$ cat src/hw/rtl/spq_pkg.sv
// Shared types and codes for the sorted priority queue.
`default_nettype none
package spq_pkg;

  localparam int unsigned DefaultDepth = 16;
  localparam int unsigned PrioW = 16;
  localparam int unsigned DataW = 32;
  localparam int unsigned TotalW = 5;

  localparam logic [1:0] OP_PUSH = 2'd0;
  localparam logic [1:0] OP_POP  = 2'd1;

  localparam logic [1:0] ST_OK        = 2'd0;
  localparam logic [1:0] ST_EMPTY_POP = 2'd1;
  localparam logic [1:0] ST_FULL_PUSH = 2'd2;

  typedef struct packed {
    logic                    push;
    logic                    pop;
    logic signed [PrioW-1:0] prio;
    logic        [DataW-1:0] data;
  } spq_cmd_t;

endpackage
`default_nettype wire

$ cat src/hw/rtl/sorted_priority_queue.sv
// Top level of the sorted priority queue built from a chain of cells.
// The queue holds up to DEPTH entries in a row of cells kept in service
// order, cell 0 being the head. Every cell compares the pushed priority
// with its own in parallel and then keeps its entry, takes the new one or
// takes its neighbor's. A push or a pop takes effect at the next clock edge,
// and a new item can be accepted in every cycle while the output side
// takes results. Each accepted item produces one result transfer that
// reports the head data, whether the queue is empty, the entry count and
// a status. There is no clearing pass after reset.
`default_nettype none
module sorted_priority_queue #(
  parameter int unsigned DEPTH = spq_pkg::DefaultDepth
) (
  input  logic                             clk,
  input  logic                             rst_n,
  input  logic                             in_valid,
  output logic                             in_ready,
  input  logic        [1:0]                in_opcode,
  input  logic signed [spq_pkg::PrioW-1:0] in_new_priority,
  input  logic signed [spq_pkg::DataW-1:0] in_new_data,
  output logic                             out_valid,
  input  logic                             out_ready,
  output logic signed [spq_pkg::DataW-1:0] out_head_data,
  output logic                             out_head_present,
  output logic        [spq_pkg::TotalW-1:0] out_entry_total,
  output logic        [1:0]                out_status
);
  import spq_pkg::*;

  localparam int unsigned CntW = $clog2(DEPTH + 1);
  localparam int unsigned EtW  = (CntW < TotalW) ? CntW : TotalW;

  logic                    accept;
  logic                    full, empty;
  spq_cmd_t                cmd;
  logic [DEPTH-1:0]        stay_v, valid_v;
  logic signed [PrioW-1:0] prio_a [DEPTH];
  logic        [DataW-1:0] data_a [DEPTH];

  logic            out_valid_r, out_valid_nxt;
  logic [1:0]      status_r, status_nxt;
  logic [CntW-1:0] count_r, count_nxt;

  assign in_ready = !out_valid_r || out_ready;
  assign accept   = in_valid && in_ready;
  assign full     = valid_v[DEPTH-1];
  assign empty    = !valid_v[0];

  always_comb begin
    cmd.push   = accept && (in_opcode == OP_PUSH) && !full;
    cmd.pop    = accept && (in_opcode == OP_POP) && !empty;
    cmd.prio   = in_new_priority;
    cmd.data   = in_new_data;
    status_nxt = status_r;
    count_nxt  = count_r;
    if (accept) begin
      status_nxt = ST_OK;
      if (in_opcode == OP_PUSH && full) begin
        status_nxt = ST_FULL_PUSH;
      end else if (in_opcode == OP_POP && empty) begin
        status_nxt = ST_EMPTY_POP;
      end
      if (cmd.push) begin
        count_nxt = count_r + 1'b1;
      end else if (cmd.pop) begin
        count_nxt = count_r - 1'b1;
      end
    end
    out_valid_nxt = accept || (out_valid_r && !out_ready);
  end

  for (genvar i = 0; i < DEPTH; i++) begin : g_cell
    logic                    l_stay, l_valid, r_valid;
    logic signed [PrioW-1:0] l_prio, r_prio;
    logic        [DataW-1:0] l_data, r_data;

    if (i == 0) begin : g_first
      assign l_stay  = 1'b1;
      assign l_valid = 1'b0;
      assign l_prio  = '0;
      assign l_data  = '0;
    end else begin : g_mid
      assign l_stay  = stay_v[i-1];
      assign l_valid = valid_v[i-1];
      assign l_prio  = prio_a[i-1];
      assign l_data  = data_a[i-1];
    end

    if (i == DEPTH - 1) begin : g_last
      assign r_valid = 1'b0;
      assign r_prio  = '0;
      assign r_data  = '0;
    end else begin : g_inner
      assign r_valid = valid_v[i+1];
      assign r_prio  = prio_a[i+1];
      assign r_data  = data_a[i+1];
    end

    spq_cell u_cell (
      .clk        (clk),
      .rst_n      (rst_n),
      .cmd        (cmd),
      .left_stay  (l_stay),
      .left_valid (l_valid),
      .left_prio  (l_prio),
      .left_data  (l_data),
      .right_valid(r_valid),
      .right_prio (r_prio),
      .right_data (r_data),
      .stay       (stay_v[i]),
      .valid      (valid_v[i]),
      .prio       (prio_a[i]),
      .data       (data_a[i])
    );
  end

  always_ff @(posedge clk) begin
    if (!rst_n) begin
      out_valid_r <= 1'b0;
      status_r    <= ST_OK;
      count_r     <= '0;
    end else begin
      out_valid_r <= out_valid_nxt;
      status_r    <= status_nxt;
      count_r     <= count_nxt;
    end
  end

  // The cells change only on an accepted item, which also replaces the result.
  assign out_valid        = out_valid_r;
  assign out_head_data    = valid_v[0] ? data_a[0] : '0;
  assign out_head_present = valid_v[0];
  assign out_entry_total  = TotalW'(count_r[EtW-1:0]);
  assign out_status       = status_r;

  a_contiguous: assert property (@(posedge clk) disable iff (!rst_n)
    $onehot({1'b0, valid_v} + 1'b1))
    else $error("Valid cells do not form an unbroken run from the head.");

  a_count: assert property (@(posedge clk) disable iff (!rst_n)
    $countones(valid_v) == count_r)
    else $error("Entry count disagrees with the valid cells.");

  a_head_order: assert property (@(posedge clk) disable iff (!rst_n)
    valid_v[1] |-> (prio_a[0] >= prio_a[1]))
    else $error("Head entry is less urgent than the second entry.");

  a_full_drop: assert property (@(posedge clk) disable iff (!rst_n)
    (out_valid_r && status_r == ST_FULL_PUSH) |-> (count_r == CntW'(DEPTH)))
    else $error("Push was dropped although the queue was not full.");

endmodule
`default_nettype wire

$ cat src/hw/rtl/spq_cell.sv
// One cell of the sorted chain: holds one entry and moves it on push or pop.
`default_nettype none
module spq_cell (
  input  logic                            clk,
  input  logic                            rst_n,
  input  spq_pkg::spq_cmd_t               cmd,
  input  logic                            left_stay,
  input  logic                            left_valid,
  input  logic signed [spq_pkg::PrioW-1:0] left_prio,
  input  logic        [spq_pkg::DataW-1:0] left_data,
  input  logic                            right_valid,
  input  logic signed [spq_pkg::PrioW-1:0] right_prio,
  input  logic        [spq_pkg::DataW-1:0] right_data,
  output logic                            stay,
  output logic                            valid,
  output logic signed [spq_pkg::PrioW-1:0] prio,
  output logic        [spq_pkg::DataW-1:0] data
);
  import spq_pkg::*;

  logic                    valid_r, valid_nxt;
  logic signed [PrioW-1:0] prio_r, prio_nxt;
  logic        [DataW-1:0] data_r, data_nxt;
  logic                    load;

  // An entry stays put on a push when it is at least as urgent as the new one.
  assign stay = valid_r && (prio_r >= cmd.prio);

  always_comb begin
    valid_nxt = valid_r;
    prio_nxt  = prio_r;
    data_nxt  = data_r;
    load      = 1'b0;
    if (cmd.push && !stay) begin
      load = 1'b1;
      if (left_stay) begin
        valid_nxt = 1'b1;
        prio_nxt  = cmd.prio;
        data_nxt  = cmd.data;
      end else begin
        valid_nxt = left_valid;
        prio_nxt  = left_prio;
        data_nxt  = left_data;
      end
    end else if (cmd.pop) begin
      load      = 1'b1;
      valid_nxt = right_valid;
      prio_nxt  = right_prio;
      data_nxt  = right_data;
    end
  end

  always_ff @(posedge clk) begin
    if (!rst_n) begin
      valid_r <= 1'b0;
    end else begin
      valid_r <= valid_nxt;
    end
  end

  always_ff @(posedge clk) begin
    if (load) begin
      prio_r <= prio_nxt;
      data_r <= data_nxt;
    end
  end

  assign valid = valid_r;
  assign prio  = prio_r;
  assign data  = data_r;

endmodule
`default_nettype wire

$ cat config.mk
export PLATFORM = sky130hd
export DESIGN_NAME = sorted_priority_queue
export DESIGN_NICKNAME = d
export VERILOG_FILES = /design/src/hw/rtl/spq_pkg.sv /design/src/hw/rtl/sorted_priority_queue.sv /design/src/hw/rtl/spq_cell.sv
export SDC_FILE = /design/constraint.sdc
export NUM_CORES = 2
export LEC_CHECK = 0
export BUFFER_PORTS_ARGS = -buffer_cell sky130_fd_sc_hd__buf_2
export CELL_PAD_IN_SITES_DETAIL_PLACEMENT = 1
export CELL_PAD_IN_SITES_GLOBAL_PLACEMENT = 1
export CORE_ASPECT_RATIO = 1.25
export CORE_MARGIN = 1.5
export CORE_UTILIZATION = 25
export CTS_CLUSTER_DIAMETER = 150
export DETAILED_ROUTE_END_ITERATION = 6
export GPL_ROUTABILITY_DRIVEN = 0
export PLACE_DENSITY = 0.45
export SYNTH_ARGS = -nofsm -noshare
export SYNTH_HDL_FRONTEND = slang
export SYNTH_HIERARCHICAL = 1
export SYNTH_SLANG_ARGS = --single-unit
$ cat constraint.sdc
create_clock -name clk -period 9.7 [get_ports clk]
set_clock_uncertainty 0.05 [all_clocks]
set_input_delay 1.94 -clock clk [delete_from_list [all_inputs] [get_ports clk]]
set_output_delay 1.94 -clock clk [all_outputs]
set_load 0.02 [all_outputs]
==> results.md <==
* # H-tree levels at 3
* Hold_buf cts at 0
* Post-DR vias/cell at 5.59
* I/O pins at 96
* Post-CTS Setup Bufs at 0
* Syn_area_per_cell at 10.3 um^2
* CTS sink cnt at 792
* Cts bufs inserted at roughly 110
* Final WL at 262000 um
* Hold Startpoint: out_entry_total[4]
* Die area at 0.272 mm^2
* PwrDens at 131 mW/mm^2
* First-pass GRT wire length at between 300000 and 400000 um
* Initial Util at 25.2%
* Max Cap Viol at 0
* WHS Endpoint: out_entry_total[4]
* RSZ-0062 raised after global routing: no
* Total number of yosys warnings at 6
* Worst slew pin tran at 1360 ps
* Share of cells above drive strength 1 at around a fifth
* Worst Path Max Fanout at 50
* FF/Latch Area at 0.0236 mm^2
* R2r setup slk at 4930 ps
* Crit path capture type: flip-flop
* Vias in the first global route at 59100
* Dpl hpwl at approximately 180000 um
* Clock slew at reported path FFs at 60 ps
* Core area at 0.267 mm^2
* Total power at just under 10 mW
* CTS tree: yes
* Dpl ws at 2720 ps
* Largest net degree at the start of global routing at 84
* Initial antenna violation count at 7
* Initial DRC count at 3198
* Type of origin of the critical path: input port
* Leak Pwr at 25.1 nW
* Post-Syn Instances at 6536
* Fill cells at between 20000 and 30000
* CP required at 10240 ps
* HP Class: flip-flop to flip-flop
* TNS Setup at 0 ps
* Non-Filler Instances at 9941
* CP arrival at 6620 ps
* Cts repair resizes at 0
* Crit Reg-Reg Endpoint: g_cell[5].u_cell/valid
* All-layer global routing usage at 18.8%
* Min cycle time layout at 6080 ps
* Reg-to-Reg Start: g_cell[4].u_cell/prio[15]
* PnR worst setup slack at 3620 ps
* Std cell rows at 212
* Port Buffers at 95
* Clock insertion delay at the later pin of the skew report at between 700 and 800 ps
* Hold Vio Cnt, Final at 0
* Reg2Reg Depth at 13
* Crit Path Category: input port to flip-flop
* Slew Limit Headroom at 9.16%
* Max Clock Freq at 0.164 GHz
* Wire per inst at between 20 and 30 um
* Chip Width at 467 um
* GR Overflow Total at 0
* Core Util, Final at 28.1%
* Hold-critical path depth at 2
* Area growth syn-to-layout at 11.5%
* Post-synthesis cell area at 0.0673 mm^2
* Drt drc at 0
* Clock tree buffer depth at 3
* Root Buffer: clkbuf_16
* DR vias at 55600
* Die Span Y at ~580 um
* Area of the multi-input gates at 0.0407 mm^2
* Detail Route Antenna Nets at 0
* Setup Viol. Count Final at 0
* Drt pass-1 iters at 5
* Slew Limit Fails at 0
* Inst Count DP at 9743
* Total Nets Final at 6636
* Status: finished clean
* Final period util at between 60% and 70%
* VDD IR max at 0.141 mV
flip-flops by register name, summed over array words and instances, names as in the netlist:
| register | count |
|---|---|
| out_entry_total | 5 |
| g_cell.u_cell/prio | 256 |
| g_cell.u_cell/data | 512 |
| out_status | 2 |
| g_cell.u_cell/valid | 16 |
| out_valid | 1 |
cell usage in the layout (no fill, tap or decap), types with 11 or more instances in the layout:
cell,instances
buf_4,180
conb_1,100
clkinv_1,30
o311ai_0,432
nand3_1,448
o211ai_1,16
mux2_2,336
clkbuf_1,30
buf_2,95
edfxtp_1,768
a211oi_1,432
a21o_1,11
inv_1,291
clkinv_2,14
nor2b_1,34
and2_1,34
nor3_1,17
nand2_1,94
dfxtp_1,14
nor2_1,499
o21ai_0,59
a21oi_1,130
and4_1,21
nand4_1,467
ha_1,259
mux2i_1,867
mux2_4,337
a21oi_4,15
clkbuf_16,109
through the flow:
step,hold WS [ps],instance area (um^2)
6_report,416,75000
3_3_place_gp,405,71700
4_1_cts,424,75000
5_1_grt,456,75000
2_1_floorplan,477,67600
3_5_place_dp,414,71700
worst max-delay path, cell delays in order:
cell and delay (ps):
buf_2 280, buf_4 290, inv_1 70, ha_1 550, nand4_2 280, nor2_1 230
a22o_1 170, buf_4 500, nor3_1 270, a311oi_4 390, buf_12 320, nor2_1 120
a21oi_1 160, o21ai_0 170, a221o_1 370, a311oi_1 450
where the power goes:
group / internal, mW / switching [mW] / total, mW / leakage, nW
registers: 3.93 / 0.133 / 4.06 / 7.22
clock network: 2.20 / 1.78 / 3.98 / 1.61
logic: 0.640 / 1.12 / 1.76 / 16.3
total: 6.77 / 3.04 / 9.80 / 25.1
layer usage:
metal  track usage [%]  wire length, um  up-vias
met1              24.7           118000    28800
met5                 0                0        -
li1                  -                -    25200
met2              32.6           130000     1181
met4              4.94             5390        0
met3              1.68             9070      309
area by class of cell:
| type | instances | area share, % |
|---|---|---|
| Multi-Input combinational cell | 4849 | 54.3 |
| Sequential cell | 792 | 31.4 |
| Tap cell | 3531 | 5.89 |
| Clock buffer | 141 | 3.82 |
| Timing Repair Buffer | 279 | 2.54 |
| Inverter | 292 | 1.46 |
| Clock inverter | 54 | 0.592 |
| Antenna cell | 3 | 0.0100 |
worst max-delay path by stage:
stage                                    end  slack, ps           startpoint
global route          g_cell[5].u_cell/valid       3290  in_new_priority[15]
floorplan           g_cell[1].u_cell/data[0]       2240         in_opcode[0]
finish                g_cell[5].u_cell/valid       3620  in_new_priority[15]
detailed placement    g_cell[5].u_cell/valid       2720  in_new_priority[11]
CTS                   g_cell[5].u_cell/valid       3540  in_new_priority[11]
global placement      g_cell[5].u_cell/valid       2720  in_new_priority[15]
Note: power is estimated with default switching activity, not from simulation.
